## src/rtl/core/cursor_line_edit_buffer_core_macros.svh

```systemverilog
// Assertion macros used by the cursor line-edit buffer RTL.
`ifndef CURSOR_LINE_EDIT_BUFFER_CORE_MACROS_SVH
`define CURSOR_LINE_EDIT_BUFFER_CORE_MACROS_SVH

// Property holds on every clock edge outside reset.
`define CLEB_ASSERT_ALWAYS(label, clk, rst, expr, msg) \
   label: assert property (@(posedge clk) disable iff (rst) (expr)) else $error(msg);

// Antecedent in a cycle implies consequent in the same cycle.
`define CLEB_ASSERT_IMPLIES(label, clk, rst, ante, cons, msg) \
   label: assert property (@(posedge clk) disable iff (rst) (ante) |-> (cons)) else $error(msg);

`endif

```

## src/rtl/core/clebc_pkg.sv

```systemverilog
// Types and constants for the cursor line-edit buffer.
package clebc_pkg;

   localparam int CAPACITY = 64;
   localparam int ADDR_W   = $clog2(CAPACITY);
   localparam int CNT_W    = $clog2(CAPACITY + 1);

   localparam int QDEPTH = 2;
   localparam int QAW    = $clog2(QDEPTH);
   localparam int QCW    = $clog2(QDEPTH + 1);

   localparam logic [2:0] KIND_LEFT   = 3'd0;
   localparam logic [2:0] KIND_RIGHT  = 3'd1;
   localparam logic [2:0] KIND_BACK   = 3'd2;
   localparam logic [2:0] KIND_INSERT = 3'd3;
   localparam logic [2:0] KIND_READ   = 3'd4;

   typedef struct packed {
      logic [2:0] kind;
      logic [7:0] character;
   } req_type;

   typedef struct packed {
      logic [7:0] text_byte;
      logic       last;
      logic       empty_res;
      logic       dropped;
   } rsp_type;

   typedef enum logic [2:0] {
      OP_LEFT,
      OP_RIGHT,
      OP_BACK,
      OP_INSERT,
      OP_READ
   } op_type;

   typedef struct packed {
      op_type     op;
      logic [7:0] character;
   } cmd_type;

   typedef enum logic [1:0] {
      ST_IDLE,
      ST_MOVE,
      ST_RD_ADDR,
      ST_RD_DATA
   } state_type;

   function automatic op_type kind_to_op(input logic [2:0] kind);
      op_type op;
      case (kind)
         KIND_LEFT:   op = OP_LEFT;
         KIND_RIGHT:  op = OP_RIGHT;
         KIND_BACK:   op = OP_BACK;
         KIND_INSERT: op = OP_INSERT;
         default:     op = OP_READ;
      endcase
      return op;
   endfunction

endpackage

```

## src/rtl/core/clebc_ram.sv

```systemverilog
// Generic single-write, single-read RAM with registered read data.
module clebc_ram #(
   parameter int WIDTH = 8,
   parameter int DEPTH = 64
) (
   input  logic                     clock,
   input  logic                     we,
   input  logic [$clog2(DEPTH)-1:0] waddr,
   input  logic [WIDTH-1:0]         wdata,
   input  logic                     re,
   input  logic [$clog2(DEPTH)-1:0] raddr,
   output logic [WIDTH-1:0]         rdata
);

   logic [WIDTH-1:0] mem_ff [DEPTH];
   logic [WIDTH-1:0] rdata_ff;

   always_ff @(posedge clock) begin
      if (we) begin
         mem_ff[waddr] <= wdata;
      end
      if (re) begin
         rdata_ff <= mem_ff[raddr];
      end
   end

   assign rdata = rdata_ff;

endmodule

```

## src/rtl/core/clebc_front.sv

```systemverilog
// Front end: accepts request beats, classifies them and queues commands.
module clebc_front (
   input  logic              clock,
   input  logic              reset,
   input  logic              push,
   output logic              full,
   input  clebc_pkg::req_type req_data,
   output logic              cmd_valid,
   output clebc_pkg::cmd_type cmd,
   input  logic              cmd_pop
);
   import clebc_pkg::*;

   cmd_type          q_ff [QDEPTH];
   logic [QAW-1:0]   wr_ptr_ff, wr_ptr_in;
   logic [QAW-1:0]   rd_ptr_ff, rd_ptr_in;
   logic [QCW-1:0]   count_ff, count_in;
   logic             kind_ok;
   logic             enq;
   logic             deq;

   assign full      = (count_ff == QCW'(QDEPTH));
   assign cmd_valid = (count_ff != '0);
   assign cmd       = q_ff[rd_ptr_ff];
   assign kind_ok   = req_data.kind inside {[KIND_LEFT:KIND_READ]};
   assign enq       = push && !full && kind_ok;
   assign deq       = cmd_pop && cmd_valid;

   always_comb begin
      wr_ptr_in = wr_ptr_ff;
      rd_ptr_in = rd_ptr_ff;
      count_in  = count_ff;
      if (enq) begin
         wr_ptr_in = (wr_ptr_ff == QAW'(QDEPTH - 1)) ? '0 : wr_ptr_ff + QAW'(1);
      end
      if (deq) begin
         rd_ptr_in = (rd_ptr_ff == QAW'(QDEPTH - 1)) ? '0 : rd_ptr_ff + QAW'(1);
      end
      case ({enq, deq})
         2'b10:   count_in = count_ff + QCW'(1);
         2'b01:   count_in = count_ff - QCW'(1);
         default: count_in = count_ff;
      endcase
   end

   always_ff @(posedge clock) begin
      if (reset) begin
         wr_ptr_ff <= '0;
         rd_ptr_ff <= '0;
         count_ff  <= '0;
      end else begin
         wr_ptr_ff <= wr_ptr_in;
         rd_ptr_ff <= rd_ptr_in;
         count_ff  <= count_in;
      end
   end

   always_ff @(posedge clock) begin
      if (enq) begin
         q_ff[wr_ptr_ff] <= '{op: kind_to_op(req_data.kind), character: req_data.character};
      end
   end

endmodule

```

## src/rtl/core/clebc_back.sv

```systemverilog
// Back end: executes queued commands on the two character stacks.
`include "cursor_line_edit_buffer_core_macros.svh"

module clebc_back (
   input  logic               clock,
   input  logic               reset,
   input  logic               cmd_valid,
   input  clebc_pkg::cmd_type cmd,
   output logic               cmd_pop,
   output logic               empty,
   input  logic               pop,
   output clebc_pkg::rsp_type rsp_data
);
   import clebc_pkg::*;

   state_type         state_ff, state_in;
   logic [CNT_W-1:0]  lc_ff, lc_in;
   logic [CNT_W-1:0]  rc_ff, rc_in;
   logic              ovf_ff, ovf_in;
   logic [CNT_W-1:0]  rd_idx_ff, rd_idx_in;
   logic              rd_right_ff, rd_right_in;
   logic              rd_last_ff, rd_last_in;
   logic              mv_left_ff, mv_left_in;
   rsp_type           out_ff, out_in;
   logic              out_valid_ff, out_valid_in;

   logic [CNT_W-1:0]  total;
   logic [CNT_W-1:0]  lc_dec;
   logic [CNT_W-1:0]  rc_dec;
   logic [CNT_W-1:0]  rd_rev;
   logic              out_free;

   logic              l_we, l_re, r_we, r_re;
   logic [ADDR_W-1:0] l_waddr, l_raddr, r_waddr, r_raddr;
   logic [7:0]        l_wdata, r_wdata, l_rdata, r_rdata;

   assign total    = lc_ff + rc_ff;
   assign lc_dec   = lc_ff - CNT_W'(1);
   assign rc_dec   = rc_ff - CNT_W'(1);
   assign rd_rev   = total - CNT_W'(1) - rd_idx_ff;
   assign out_free = !out_valid_ff || pop;
   assign empty    = !out_valid_ff;
   assign rsp_data = out_ff;

   clebc_ram #(.WIDTH(8), .DEPTH(CAPACITY)) u_left_ram (
      .clock (clock),
      .we    (l_we),
      .waddr (l_waddr),
      .wdata (l_wdata),
      .re    (l_re),
      .raddr (l_raddr),
      .rdata (l_rdata)
   );

   clebc_ram #(.WIDTH(8), .DEPTH(CAPACITY)) u_right_ram (
      .clock (clock),
      .we    (r_we),
      .waddr (r_waddr),
      .wdata (r_wdata),
      .re    (r_re),
      .raddr (r_raddr),
      .rdata (r_rdata)
   );

   always_comb begin
      state_in = state_ff;
      case (state_ff)
         ST_IDLE: begin
            if (cmd_valid) begin
               case (cmd.op)
                  OP_LEFT:  if (lc_ff != '0) state_in = ST_MOVE;
                  OP_RIGHT: if (rc_ff != '0) state_in = ST_MOVE;
                  OP_READ:  if (total != '0) state_in = ST_RD_ADDR;
                  default:  state_in = ST_IDLE;
               endcase
            end
         end
         ST_MOVE:    state_in = ST_IDLE;
         ST_RD_ADDR: state_in = ST_RD_DATA;
         ST_RD_DATA: begin
            if (out_free) begin
               state_in = rd_last_ff ? ST_IDLE : ST_RD_ADDR;
            end
         end
         default:    state_in = ST_IDLE;
      endcase
   end

   always_comb begin
      cmd_pop      = 1'b0;
      lc_in        = lc_ff;
      rc_in        = rc_ff;
      ovf_in       = ovf_ff;
      rd_idx_in    = rd_idx_ff;
      rd_right_in  = rd_right_ff;
      rd_last_in   = rd_last_ff;
      mv_left_in   = mv_left_ff;
      out_in       = out_ff;
      out_valid_in = out_valid_ff && !pop;
      l_we    = 1'b0;
      l_re    = 1'b0;
      r_we    = 1'b0;
      r_re    = 1'b0;
      l_waddr = lc_ff[ADDR_W-1:0];
      l_wdata = cmd.character;
      l_raddr = lc_dec[ADDR_W-1:0];
      r_waddr = rc_ff[ADDR_W-1:0];
      r_wdata = l_rdata;
      r_raddr = rc_dec[ADDR_W-1:0];
      case (state_ff)
         ST_IDLE: begin
            if (cmd_valid) begin
               case (cmd.op)
                  OP_LEFT: begin
                     cmd_pop    = 1'b1;
                     mv_left_in = 1'b1;
                     l_re       = (lc_ff != '0);
                  end
                  OP_RIGHT: begin
                     cmd_pop    = 1'b1;
                     mv_left_in = 1'b0;
                     r_re       = (rc_ff != '0);
                  end
                  OP_BACK: begin
                     cmd_pop = 1'b1;
                     if (lc_ff != '0) begin
                        lc_in = lc_dec;
                     end
                  end
                  OP_INSERT: begin
                     cmd_pop = 1'b1;
                     if (total >= CNT_W'(CAPACITY)) begin
                        ovf_in = 1'b1;
                     end else begin
                        l_we  = 1'b1;
                        lc_in = lc_ff + CNT_W'(1);
                     end
                  end
                  default: begin
                     if (total != '0) begin
                        cmd_pop   = 1'b1;
                        rd_idx_in = '0;
                     end else if (out_free) begin
                        cmd_pop      = 1'b1;
                        out_in       = '{text_byte: 8'd0, last: 1'b1, empty_res: 1'b1,
                                         dropped: ovf_ff};
                        out_valid_in = 1'b1;
                     end
                  end
               endcase
            end
         end
         ST_MOVE: begin
            if (mv_left_ff) begin
               r_we    = 1'b1;
               r_wdata = l_rdata;
               lc_in   = lc_dec;
               rc_in   = rc_ff + CNT_W'(1);
            end else begin
               l_we    = 1'b1;
               l_wdata = r_rdata;
               rc_in   = rc_dec;
               lc_in   = lc_ff + CNT_W'(1);
            end
         end
         ST_RD_ADDR: begin
            rd_last_in = (rd_idx_ff == total - CNT_W'(1));
            if (rd_idx_ff < lc_ff) begin
               rd_right_in = 1'b0;
               l_re        = 1'b1;
               l_raddr     = rd_idx_ff[ADDR_W-1:0];
            end else begin
               rd_right_in = 1'b1;
               r_re        = 1'b1;
               r_raddr     = rd_rev[ADDR_W-1:0];
            end
         end
         ST_RD_DATA: begin
            if (out_free) begin
               out_in       = '{text_byte: rd_right_ff ? r_rdata : l_rdata, last: rd_last_ff,
                                empty_res: 1'b0, dropped: ovf_ff};
               out_valid_in = 1'b1;
               rd_idx_in    = rd_idx_ff + CNT_W'(1);
            end
         end
         default: begin
            cmd_pop = 1'b0;
         end
      endcase
   end

   always_ff @(posedge clock) begin
      if (reset) begin
         state_ff     <= ST_IDLE;
         lc_ff        <= '0;
         rc_ff        <= '0;
         ovf_ff       <= 1'b0;
         out_valid_ff <= 1'b0;
      end else begin
         state_ff     <= state_in;
         lc_ff        <= lc_in;
         rc_ff        <= rc_in;
         ovf_ff       <= ovf_in;
         out_valid_ff <= out_valid_in;
      end
   end

   always_ff @(posedge clock) begin
      rd_idx_ff   <= rd_idx_in;
      rd_right_ff <= rd_right_in;
      rd_last_ff  <= rd_last_in;
      mv_left_ff  <= mv_left_in;
      out_ff      <= out_in;
   end

   `CLEB_ASSERT_ALWAYS(a_fill_bound, clock, reset, (total <= CNT_W'(CAPACITY)), "text exceeds capacity")
   `CLEB_ASSERT_ALWAYS(a_walk_range, clock, reset, (!(state_ff == ST_RD_ADDR || state_ff == ST_RD_DATA) || rd_idx_ff < total), "read-out index past text end")
   `CLEB_ASSERT_ALWAYS(a_pop_idle, clock, reset, (!cmd_pop || (state_ff == ST_IDLE && cmd_valid)), "command taken outside idle")
   `CLEB_ASSERT_ALWAYS(a_one_write, clock, reset, (!(l_we && r_we)), "both stacks written at once")

endmodule

```

## src/rtl/core/cursor_line_edit_buffer_core.sv

```systemverilog
// Top level of the cursor line-edit buffer.
// Usage:
//   Request channel: drive req_data with push; a beat is taken on a clock
//   edge with push high and full low. Kinds: cursor left, cursor right,
//   backspace, insert character, read out; other kind codes are discarded.
//   Response channel: while empty is low, rsp_data holds the oldest result;
//   it is taken on an edge with pop high. A read-out gives one beat per
//   character, last set on the final one; an empty text gives one beat
//   with empty_res set. dropped is the sticky full-buffer insert flag.
// Timing:
//   A two-entry command queue sits between intake and execution, so
//   requests keep flowing while the executor works.
//   Backspace and insert execute straight from idle; cursor moves read
//   the source stack, then write through the registered RAM read port.
//   Read-out steps through an address state and a data state per character,
//   set by the registered read port of the stack RAMs, and holds in the
//   data state while the output register is not free.
// Reset clears the queue, both stack counts, the dropped flag and the
// output valid flag; stack contents stay undefined. A stalled receiver
// holds its beat and the executor waits, then the queue fills and full rises.
module cursor_line_edit_buffer_core (
   input  logic               clock,
   input  logic               reset,
   input  logic               push,
   output logic               full,
   input  clebc_pkg::req_type req_data,
   output logic               empty,
   input  logic               pop,
   output clebc_pkg::rsp_type rsp_data
);
   import clebc_pkg::*;

   logic    cmd_valid;
   logic    cmd_pop;
   cmd_type cmd;

   clebc_front u_front (
      .clock     (clock),
      .reset     (reset),
      .push      (push),
      .full      (full),
      .req_data  (req_data),
      .cmd_valid (cmd_valid),
      .cmd       (cmd),
      .cmd_pop   (cmd_pop)
   );

   clebc_back u_back (
      .clock     (clock),
      .reset     (reset),
      .cmd_valid (cmd_valid),
      .cmd       (cmd),
      .cmd_pop   (cmd_pop),
      .empty     (empty),
      .pop       (pop),
      .rsp_data  (rsp_data)
   );

endmodule

```

## config.mk

```make
export PLATFORM = sky130hd
export DESIGN_NAME = cursor_line_edit_buffer_core
export DESIGN_NICKNAME = d
export VERILOG_FILES = /design/src/rtl/core/clebc_pkg.sv /design/src/rtl/core/clebc_ram.sv /design/src/rtl/core/clebc_front.sv /design/src/rtl/core/clebc_back.sv /design/src/rtl/core/cursor_line_edit_buffer_core.sv
export VERILOG_INCLUDE_DIRS = /design/src /design/src/rtl/core
export SDC_FILE = /design/constraint.sdc
export NUM_CORES = 1
export LEC_CHECK = 0
export BUFFER_PORTS_ARGS = -buffer_cell sky130_fd_sc_hd__buf_2
export CAP_MARGIN = 20
export CORE_AREA = 2 2 278 280
export CTS_CLUSTER_DIAMETER = 100
export DETAILED_ROUTE_END_ITERATION = 8
export DIE_AREA = 0 0 280 282
export MAX_ROUTING_LAYER = met4
export PLACE_DENSITY = 0.75
export SLEW_MARGIN = 20
export SYNTH_ARGS = -nofsm -noshare
export SYNTH_HDL_FRONTEND = slang
export SYNTH_SLANG_ARGS = --single-unit
```

## constraint.sdc

```tcl
create_clock -name clock -period 11.4 [get_ports clock]
set_clock_uncertainty 0.15 [all_clocks]
set_input_delay 1.71 -clock clock [delete_from_list [all_inputs] [get_ports clock]]
set_output_delay 1.71 -clock clock [all_outputs]
set_load 0.01 [all_outputs]
```

* Word-level counts from Yosys, hierarchy flattened
Memories as Yosys holds them, arrays and structs flattened. A register that Yosys moved wholly into a read port is not among the register bits.
Cells that the tools add are included.
** Word-level totals
- Bits in registers :: 43
- Bits in writable memories :: 1046
- Input port bits :: 15
- Output and inout bits :: 13
- Logic and storage cells :: 160
- Memories :: 3
** Memory list
- u_back.u_left_ram.mem_ff :: words 64, width 8, read ports 1, clocked after Yosys merged registers in 1, write ports 1, RTL line clebc_ram.sv:15 : logic [WIDTH-1:0] mem_ff [DEPTH];
- u_back.u_right_ram.mem_ff :: words 64, width 8, read ports 1, clocked after Yosys merged registers in 1, write ports 1, RTL line clebc_ram.sv:15
- u_front.q_ff :: words 2, width 11, read ports 1, clocked after Yosys merged registers in 1, write ports 1, RTL line clebc_front.sv:14 : cmd_type q_ff [QDEPTH];
** Cells by class
- Add/sub/neg operators :: 12
- Order comparisons :: 4
- Equality and inequality tests :: 26
- Mux-type cells :: 72
- Reductions and logical operators :: 27
** Operators by type and width (count)
- 7-bit two-way mux :: 9
- 11-bit two-way mux :: 5
- 7-bit case mux with 2 select lines :: 3
- 1-bit two-way mux :: 31
- 6-bit two-way mux :: 4
- 8-bit two-way mux :: 3
- 11-bit case mux with 2 select lines :: 1
- 7-bit by 1-bit adder with 7-bit output, second input constant :: 3
- 7-bit nonzero test :: 3
- 7-bit by 1-bit subtractor with 7-bit output, second input constant :: 3
- 5-bit AND reduction :: 3
- 3-bit by 2-bit equality test with 1-bit output, second input constant :: 4
- 2-bit two-way mux :: 6
- 3-bit by 2-bit != test with 1-bit output, second input constant :: 4
- 3-bit case mux with 4 select lines :: 1
- 1-bit case mux with 2 select lines :: 5
- 2-bit nonzero test :: 5
- 2-bit equality test, second input constant :: 4
- 2-bit case mux with 4 select lines :: 1
- 7-bit adder :: 1
- 7-bit equality test :: 1
- 7-bit greater-or-equal comparator, second input constant :: 1
- 7-bit less-than comparator :: 1
- 3-bit by 1-bit equality test with 1-bit output, second input constant :: 2
- other kinds (24) :: 37

* Depth between registers and ports, before layout
Gate-level depths: netlist of run 1.
- Depth after elaboration :: 10
- Depth in mapped cells :: 17
- Depth with buffers taken out :: 15

* By module
Synthesis of run 1 repeated with hierarchy kept, for this count alone.
** Unflattened totals
- Cells, all modules :: 2337
- Area total of the unflattened synthesis :: 44770.4 um^2
** By module, submodules not included
- clebc_ram at u_back.u_left_ram :: instances 1, cells each 966, area each 20309.5 um^2, sequential area each 15615.0 um^2
- clebc_ram at u_back.u_right_ram :: instances 1, cells each 940, area each 20246.9 um^2, sequential area each 15615.0 um^2
- clebc_back :: instances 1, cells each 368, area each 3166.8 um^2, sequential area each 991.0 um^2
- clebc_front :: instances 1, cells each 63, area each 1047.3 um^2, sequential area each 760.7 um^2

* Worst setup path before layout of run 1
No wires, ideal clock.
- Path type :: reg2reg
- From :: register u_back.state_ff[1]
- To :: memory u_back.u_left_ram.mem_ff[0][5], data pin
- Setup time :: 0.702 ns
- Arrival :: 3.764 ns
- Required time :: 10.548 ns
- Slack :: 6.785 ns
- Stages on the path, launching flop included :: 8
- Buffers on the path :: 2
- Clock period less this slack :: 4.615 ns
- Path through :: dfxtp_1 > inv_1 > ha_1 > clkbuf_1 > inv_1 > nor2_1 > clkbuf_1 > o21ai_0
** Between the ends
- Longest elaborated chain between the ends :: 2
** RTL lines
- from (decl) :: RTL line clebc_back.sv:16 : state_type state_ff, state_in;
- from (signal assigned) :: RTL line clebc_back.sv:200 : state_ff <= state_in;
- 2-bit by 1-bit equality test with 1-bit output :: RTL line clebc_back.sv:110 : case (state_ff)
- 8-bit two-way mux :: RTL line clebc_back.sv:110
- via u_back.l_wdata[5] :: RTL line clebc_back.sv:35 : logic [7:0] l_wdata, r_wdata, l_rdata, r_rdata;
- to (decl) :: RTL line clebc_ram.sv:15
The timed path passes the listed nets, and every way through them passes these cells.

* Worst setup path in the final report of run 1
- From :: register u_back.lc_ff[2]
- To :: register u_back.u_right_ram.rdata_ff[6], in the netlist u_back.u_right_ram.rdata[6] (read register of u_back.u_right_ram.mem_ff), data pin
** Between the ends
- Longest elaborated chain between the ends :: 5
- Elaborated cells between the ends (all ways) :: 8
- Those cells by class :: add/sub: 3; order compare: 1; mux: 4
** RTL lines
- from (decl) :: RTL line clebc_back.sv:17 : logic [CNT_W-1:0] lc_ff, lc_in;
- from (signal assigned) :: RTL line clebc_back.sv:201 : lc_ff <= lc_in;
- 7-bit adder :: RTL line clebc_back.sv:37 : assign total = lc_ff + rc_ff;
- 7-bit by 1-bit subtractor with 7-bit output :: RTL line clebc_back.sv:40 : assign rd_rev = total - CNT_W'(1) - rd_idx_ff;
- 6-bit subtractor :: RTL line clebc_back.sv:40
- 6-bit two-way mux :: RTL line clebc_back.sv:168 : if (rd_idx_ff < lc_ff) begin
- 6-bit two-way mux :: RTL line clebc_back.sv:110
- to (decl) :: RTL line clebc_ram.sv:16 : logic [WIDTH-1:0] rdata_ff;
Several ways; a longest one is shown, not always the timed one.
A chain may end at the register's enable or synchronous reset.

==> results of run 1 <==
[sequential cells by signal, indices dropped and copies added (netlist names), named ones only]
name,count
u_back.u_left_ram.mem_ff,512
u_back.u_right_ram.mem_ff,512
u_front.q_ff,22
u_back.rsp_data,11
u_back.u_left_ram.rdata,8
u_back.u_right_ram.rdata,8
u_back.lc_ff,7
u_back.rc_ff,7
u_back.rd_idx_ff,7
u_back.state_ff,2
u_front.count_ff,2
u_back.mv_left_ff,1
u_back.out_valid_ff,1
u_back.ovf_ff,1
u_back.rd_last_ff,1
u_back.rd_right_ff,1
u_front.rd_ptr_ff,1
u_front.wr_ptr_ff,1
[power groups by stage]
stage | clock network, mW | registers, mW | logic (mW)
2_1_floorplan | 0 | 5.43 | 4.12
3_3_place_gp | 0 | 5.34 | 6.21
3_5_place_dp | 0 | 5.35 | 6.38
4_1_cts | 3.39 | 5.26 | 6.43
5_1_grt | 3.54 | 5.28 | 6.89
6_report | 3.38 | 5.27 | 6.56
[final cells by class]
cell class | instances | area share
flip-flops and latches | 1106 | 0.666
multi-input cells | 1809 | 0.230
clock buffers | 132 | 0.0556
well taps | 978 | 0.0247
clock inverters | 64 | 0.0118
repair buffers | 64 | 0.00948
inverters | 32 | 0.00243
[critical path, stage by stage, from the launching register on]
cell,delay [ns]
dfxtp_1,0.65
inv_1,0.16
ha_1,0.34
nand2_1,0.09
o21a_4,0.24
o21ai_4,0.28
mux2i_4,0.30
buf_12,0.66
buf_4,0.94
mux2i_1,0.29
o22ai_1,0.11
nor4_1,0.74
a22o_1,0.26
a221oi_2,0.04
[metrics by stage]
| step | setup slack, ns | cell area [um^2] | cells | total power, mW |
|---|---|---|---|---|
| 4_1_cts | 5.75 | 49500 | 4184 | 15.1 |
| 6_report | 5.65 | 49500 | 4185 | 15.2 |
| 3_3_place_gp | 5.85 | 46100 | 3986 | 11.5 |
| 2_1_floorplan | 6.78 | 45100 | 3110 | 9.55 |
| 5_1_grt | 5.49 | 49500 | 4185 | 15.7 |
| 3_5_place_dp | 5.79 | 46100 | 3988 | 11.7 |
[kinds of logic after synthesis]
kind of cell             Yosys count
XOR/XNOR                          48
flip-flops                      1106
multiplexers                     310
AO/OA/AOI/OAI                    404
adder cells (fa/ha/maj)           31
AND/OR/NAND/NOR                 1016
buffers and inverters            195
[worst max-delay path by stage]
stage	startpoint	endpoint	slack [ns]
2_1_floorplan	u_back.state_ff[1]	u_back.u_left_ram.mem_ff[0][5]	6.78
3_3_place_gp	u_back.lc_ff[2]	u_back.u_right_ram.rdata[6]	5.85
3_5_place_dp	u_back.lc_ff[2]	u_back.u_right_ram.rdata[6]	5.79
4_1_cts	u_back.lc_ff[2]	u_back.u_right_ram.rdata[6]	5.75
5_1_grt	u_back.lc_ff[2]	u_back.u_right_ram.rdata[6]	5.49
6_report	u_back.lc_ff[2]	u_back.u_right_ram.rdata[6]	5.65
[cells in the final DEF (no fill, tap or decap), types with 5 or more instances in the layout]
master,Yosys,routed
o22ai_1,130,130
nor2_1,193,191
buf_2,26,27
a21oi_1,76,75
xor2_1,11,11
nand3_1,175,175
nand2_1,526,525
dfxtp_1,23,23
edfxtp_1,1083,1083
or4_1,7,7
clkinv_2,0,20
mux2i_1,297,292
nand2b_1,6,6
nor4_1,26,26
clkinvlp_4,0,7
clkinv_1,0,23
a221oi_1,8,8
or3_1,9,9
mux2_2,11,11
a32oi_1,32,32
a22oi_1,33,33
bufinv_16,0,7
a211oi_1,6,6
or2_2,8,8
xnor2_1,36,36
buf_4,16,32
ha_1,29,29
inv_1,31,31
o21ai_4,2,10
mux2i_4,0,6
o21ai_0,21,13
clkbuf_1,96,26
a31oi_1,49,49
clkbuf_16,0,106
nand4_1,35,35
nor3_1,6,5
a21o_1,6,6
o31ai_4,1,6
[routing by layer]
layer / routed length, um / global-route usage
met1: 42200 / 0.370
met4: 5340 / 0.127
met3: 8790 / 0.0398
met2: 52700 / 0.447
met5: 0 / -
==> results.txt, run 1 <==
Count of H-tree levels built during CTS: 3. In the synthesized netlist the dominant register cell turns out to be edfxtp_1. The via count of the first global-routing pass is 26.1k, and the post-synth net total is 3156. Reg-to-reg critical path startpoint: u_back.lc_ff[2]. Derived from the worst setup path, the maximum achievable clock frequency is 0.174 GHz. The net switching fraction of the power is 0.402, and the total DRC errors in the routed layout is 0. The worst register-to-register path has a depth of 13. The worst setup path is of the reg2reg kind. The number of nets in the layout came out at 3164.

Setup violations remaining at the end of the flow were counted as 0. The Yosys step of the flow raised 0 warnings. Total routing usage reported by global routing: 0.283. The tools report the worst hold slack across all endpoints as 0.306 ns. In the final layout, flip-flops and latches occupy 33000 um^2. The multiplexer fraction of the synthesized cell area works out to 0.0693. Input and output buffers added on the ports amount to 27. For this block, the routed nets add up to 109 mm of wire. The congestion estimate from routability-driven global placement came to 0.922. The share of the clock period used by the worst path after layout was 0.504. For the clock latency on the worst-skew pair, the log shows 0.69 ns.

TritonCTS built the clock tree. In the final layout, the multi-input gates occupy 11400 um^2. The tools report the beginning of the worst hold path as u_back.ovf_ff. Yosys attributes the largest share of cell area to edfxtp_1 (72%), mux2i_1 (6.6%), nand2_1 (4.4%). The run gives 5169 as the number of inserted filler cells in the final layout. Counting along the longest clock path gives a buffer depth of 3. The arrival time at the worst endpoint was 5.98 ns. The floorplan step set the die width to 280 um. The number of stages on the worst hold path was 0; the cell area after synthesis was 45100 um^2.

The floorplan has 101 rows. The tools report the relative max-transition margin as 0.239. The number of antenna violations at the first check in global routing came out at 0.

In this run the power density over the cells is 307 nW/um^2. Summed over all nets, the half-perimeter wirelength after detailed placement is 66.8 mm. For this block, the initial DRC count from the detailed router was 3715. The first-pass detailed-route iteration total is 6, and the number of vias after detailed routing is 27.0k. Number of antenna-violating nets in the routed design: 0. The logs give 0 for the hold violation count in the final report and 0 for the post-cts hold buffer count.

The region available for standard cell placement spans 75700 um^2. Setup repair after global routing left no endpoint under its margin. The run gives 0.346 as the share of power burned in registers. The hold path endpoint is u_back.rsp_data[0]. The first global-routing pass estimated 162 mm of wire. The run gives 0 as the residual overflow from global routing. In this run the static leakage power is 17.4 nW.

Post-CTS repair changed the size of 0 cells. The share of synthesized cell area in and, or, nand and nor gates works out to 0.0974. The tree is rooted in a clkbuf_16. The flow ran to the end, and the final reports show no timing, DRC or antenna violations. The share of synthesized registers carrying an async set or reset is 0, and the per-cell via count in the routed design is 6.46. The synthesized-area fraction occupied by adder cells is 0.00894, and the I/O pin count is 28. For the number of CTS-inserted buffers, the log shows 105. Yosys mapped a number of flops with a built-in enable equal to 1083.

The synthesized-area fraction occupied by ao, oa, aoi and oai cells was 0.0612; the number of max-slew violations in the final report was 0. The growth of design area from synthesis to finish was 9.81%; the starting utilization of the core area was 0.595. Of all nets on the critical path, the largest fanout is 133. The tools report the setup total negative slack as 0 ns. The tools report the number of sinks driven by the clock tree as 1106. The overall die area is 79000 um^2. The number of antenna diodes in the final layout is 0.

Type of the worst min-delay path: reg2reg. After clock tree synthesis, the setup repair step added 0 buffers. The top cell type by total area after synthesis was edfxtp_1. After detailed routing, the average wire length per cell comes to 26.0 um. Each instance of the synthesized netlist takes up on average 14.5 um^2. STA puts the critical path data required time at 11.64 ns.

Across the run, the number of max-cap violations was 0. Counting I/O delays and the setup requirement, the final critical path takes 5.75 ns. The reported net switching power is 6.12 mW, and the fraction of final layout cells with drive strength greater than 1 is 0.0886.

Maximum resistive drop on vdd: 0.313 mV. The cell count after synthesis was 3110. After synthesis the netlist holds a flip-flop and latch count of 1106. The kind of end point of the critical path is a flop. The largest net degree at the start of global routing was 241. The worst register-to-register path ends at u_back.u_right_ram.rdata[6].

The tools report the combinational group share of total power as 0.432. The run gives 81 as the post-synthesis cell type count. For the pin with the worst max-slew slack, the measured transition is 1.14 ns.

In this run the vertical extent of the chip is 282 um. The post-synthesis share of cell area spent on xor and xnor gates works out to 0.00963. STA classifies the critical path startpoint as a flop. The internal portion of total power is 9.09 mW.

The dominant combinational cell family by area after synthesis was simple AND/OR/NAND/NOR gates. The fraction of synthesized cell area taken by the top area cell type is 0.721, and the clock transition time at the flip-flop clock pins of the worst setup and hold paths is 0.06 ns. The part of the power in the clock network came out at 0.222. The register-to-register setup slack is 5.65 ns.

For the sequential fraction of the synthesis area, the log shows 0.732. The final design utilization was 0.654. Most common cell in the netlist: edfxtp_1.

In the synthesized netlist, the cells that appear most often are edfxtp_1 (1083), nand2_1 (526), mux2i_1 (297), nor2_1 (193), nand3_1 (175).
No activity file was read; power rests on OpenSTA's default activity.
==> run 2, diff against run 1 <==
Clock period 11.4 ns to 5.35 ns, I/O delays scaled along.
==> results.txt, run 2 (synthesized netlist as in run 1, its figures left out) <==
The tools report the relative max-transition margin as 0.291. The worst setup path is launched from a flop. The number of inserted filler cells in the final layout came out at 5108.

After detailed routing, the total wire length is 111 mm. The cell sitting at the root of the clock tree is a clkbuf_16. The clock passes through at most 3 buffers.

The wire-length estimate of the detail-placed layout is 69.8 mm. In this run the tool buffered the top-level ports with 27 buffer cells. 0 antenna diodes ended up in the layout. For the number of max-slew violations in the final report, the log shows 0. Of all nets on the critical path, the largest fanout is 24. Entering global routing, the biggest net connects 111 pins. The flow ran to the end, and the final reports show no timing, DRC or antenna violations.

The growth of design area from synthesis to finish works out to 11.0%. Setup repair after global routing left no endpoint under its margin. The reg-to-reg critical path startpoint was u_back.lc_ff[0]. The logs give 50000 um^2 for the final non-filler cell area and 0.38 ns for the register-to-register setup slack. The first global-routing pass estimated 164 mm of wire. At the end of routability-driven placement, the weighted congestion stood at 0.963. TritonCTS built the clock tree.

The y dimension of the die was 282 um; the data required time of the critical path was 5.64 ns. Residual overflow from global routing: 0. The area after detailed placement was 46500 um^2; the number of antenna-violating nets in the routed design was 0. The logs give 0 for the total setup violations reported at the end of the flow and 0.383 ns for the setup slack after layout. By startpoint and endpoint, the worst setup path is classified as reg2reg.

Leaving out fill and tap cells, the most frequent cell in the layout is edfxtp_1. The number of max-capacitance violations reported was 0; the number of design-rule violations left by the first detailed-router iteration was 3555. The pre-antenna-repair detailed-routing pass consisted of 7 iterations. The number of vias after detailed routing came out at 27.1k. The run gives 0.68 ns as the clock latency on the worst-skew pair. Timing analysis after detailed placement gives a worst setup slack of 0.483 ns. After detailed routing, the number of remaining DRC violations is 0. The worst hold path belongs to the class in2reg. The tools report the count of buffers added by post-CTS timing repair for setup as 0. IR analysis of the VDD net gives a maximum drop of 0.593 mV. The critical path startpoint was u_back.lc_ff[0].

The logs give 0 ns for the setup total negative slack and 4221 for the non-filler instance count after layout. The number of cell instances on the worst register-to-register path works out to 15. Data on the critical path arrives at its endpoint at 5.25 ns. The count of H-tree levels built during CTS came out at 3. The share of the clock period used by the worst path after layout is 0.928. Summed over all cells, the static leakage comes to 17.7 nW. The total routing usage reported by global routing was 0.288. The run gives 0 as the hold violation count in the final report. The per-cell via count in the routed design was 6.41; the number of instances in the placed design was 4021. Number of antenna violations at the first check in global routing: 0. For this design the ratio of total power to cell area is 657 nW/um^2. Based on the critical path, the design can be clocked at up to 0.201 GHz. The clock transition time at the flip-flop clock pins of the worst setup and hold paths came out at 0.06 ns.

Average wire per cell in the routed design: 26.2 um. The kind of end point of the critical path is a flop. The floorplan has 101 rows. Fraction of final layout cells with drive strength greater than 1: 0.0981. The slew at the pin closest to its max-slew limit works out to 1.06 ns. At the end of the flow, the number of nets in the layout was 3198.

In the final layout, the registers with the most flip-flops are u_back.u_left_ram.mem_ff (512), u_back.u_right_ram.mem_ff (512), u_front.q_ff (22). Leaving out fill and tap cells, the most frequent cells in the layout are edfxtp_1 (1083), nand2_1 (524), mux2i_1 (292). The area of the core region was 75700 um^2; the via count of the first global-routing pass was 26.3k.

The worst path in the final design needs a cycle of 4.97 ns, including I/O delays and setup. Capture point of the worst reg-to-reg path: u_back.u_right_ram.rdata[0]. CTS saw 1106 sinks.

The logs give 106 for the number of CTS-inserted buffers and 0.168 ns for the worst hold slack across all endpoints. The die covers 79000 um^2. In this run the worst setup path terminates at u_back.u_right_ram.rdata[0]. I/O pin count: 28.

Starting utilization of the core area: 0.595. From left edge to right edge, the die measures 280 um.
run 2: worst max-delay path, cell delays in order, from the launching register on:
cell	delay, ns
dfxtp_1	0.59
ha_1	0.30
fa_1	0.44
inv_1	0.10
ha_1	0.23
inv_1	0.10
ha_1	0.25
nor2b_1	0.15
o21ai_0	0.30
a21oi_1	0.20
o31ai_4	0.38
nand2_4	0.33
o22ai_1	0.41
nor4_1	0.12
a2bb2o_1	0.33
a221oi_1	0.34
run 2: worst min-delay path by stage:
stage / from / endpoint / cells past startpoint
after floorplan: u_back.ovf_ff / u_back.rsp_data[0] / 0
after global placement: u_back.ovf_ff / u_back.rsp_data[0] / 0
after detailed placement: u_back.ovf_ff / u_back.rsp_data[0] / 0
after CTS: req_data[5] / u_front.q_ff[1][5] / 1
after global routing: req_data[1] / u_front.q_ff[0][1] / 1
final: req_data[5] / u_front.q_ff[0][5] / 1
run 2: power breakdown:
part           internal, mW  switching, mW
Clock                  4.37           3.14
Sequential             10.9          0.296
Combinational          4.67           9.51
run 2: repair_timing:
action / 4_1_cts / 5_1_grt
setup endpoints to repair: 0 / 1
hold buffers: 0 / 0
gates resized for setup: 0 / 2
endpoints found under the hold margin: 0 / 0
run 2: area by class of cell:
class | count | area (um^2) | share of cell area
Sequential cell | 1106 | 33000 | 0.659
Tap cell | 978 | 1220 | 0.0245
Clock buffer | 137 | 2830 | 0.0566
Clock inverter | 62 | 671 | 0.0134
Inverter | 32 | 120 | 0.00240
Multi-Input combinational cell | 1809 | 11400 | 0.227
Timing Repair Buffer | 97 | 843 | 0.0169
run 2: per-layer routing:
metal	global-route usage	up-vias	routed length, um
met5	-	-	0
met4	0.112	0	4560
met3	0.0425	274	9030
met2	0.470	1425	54600
met1	0.368	13400	42400
li1	-	11900	-
run 2: per-stage QoR:
stage	util	power (mW)
after global placement	0.614	24.9
after floorplan	-	20.3
after CTS	0.661	32.7
after detailed placement	0.614	25.2
after global routing	0.661	34.1
final	0.661	32.9
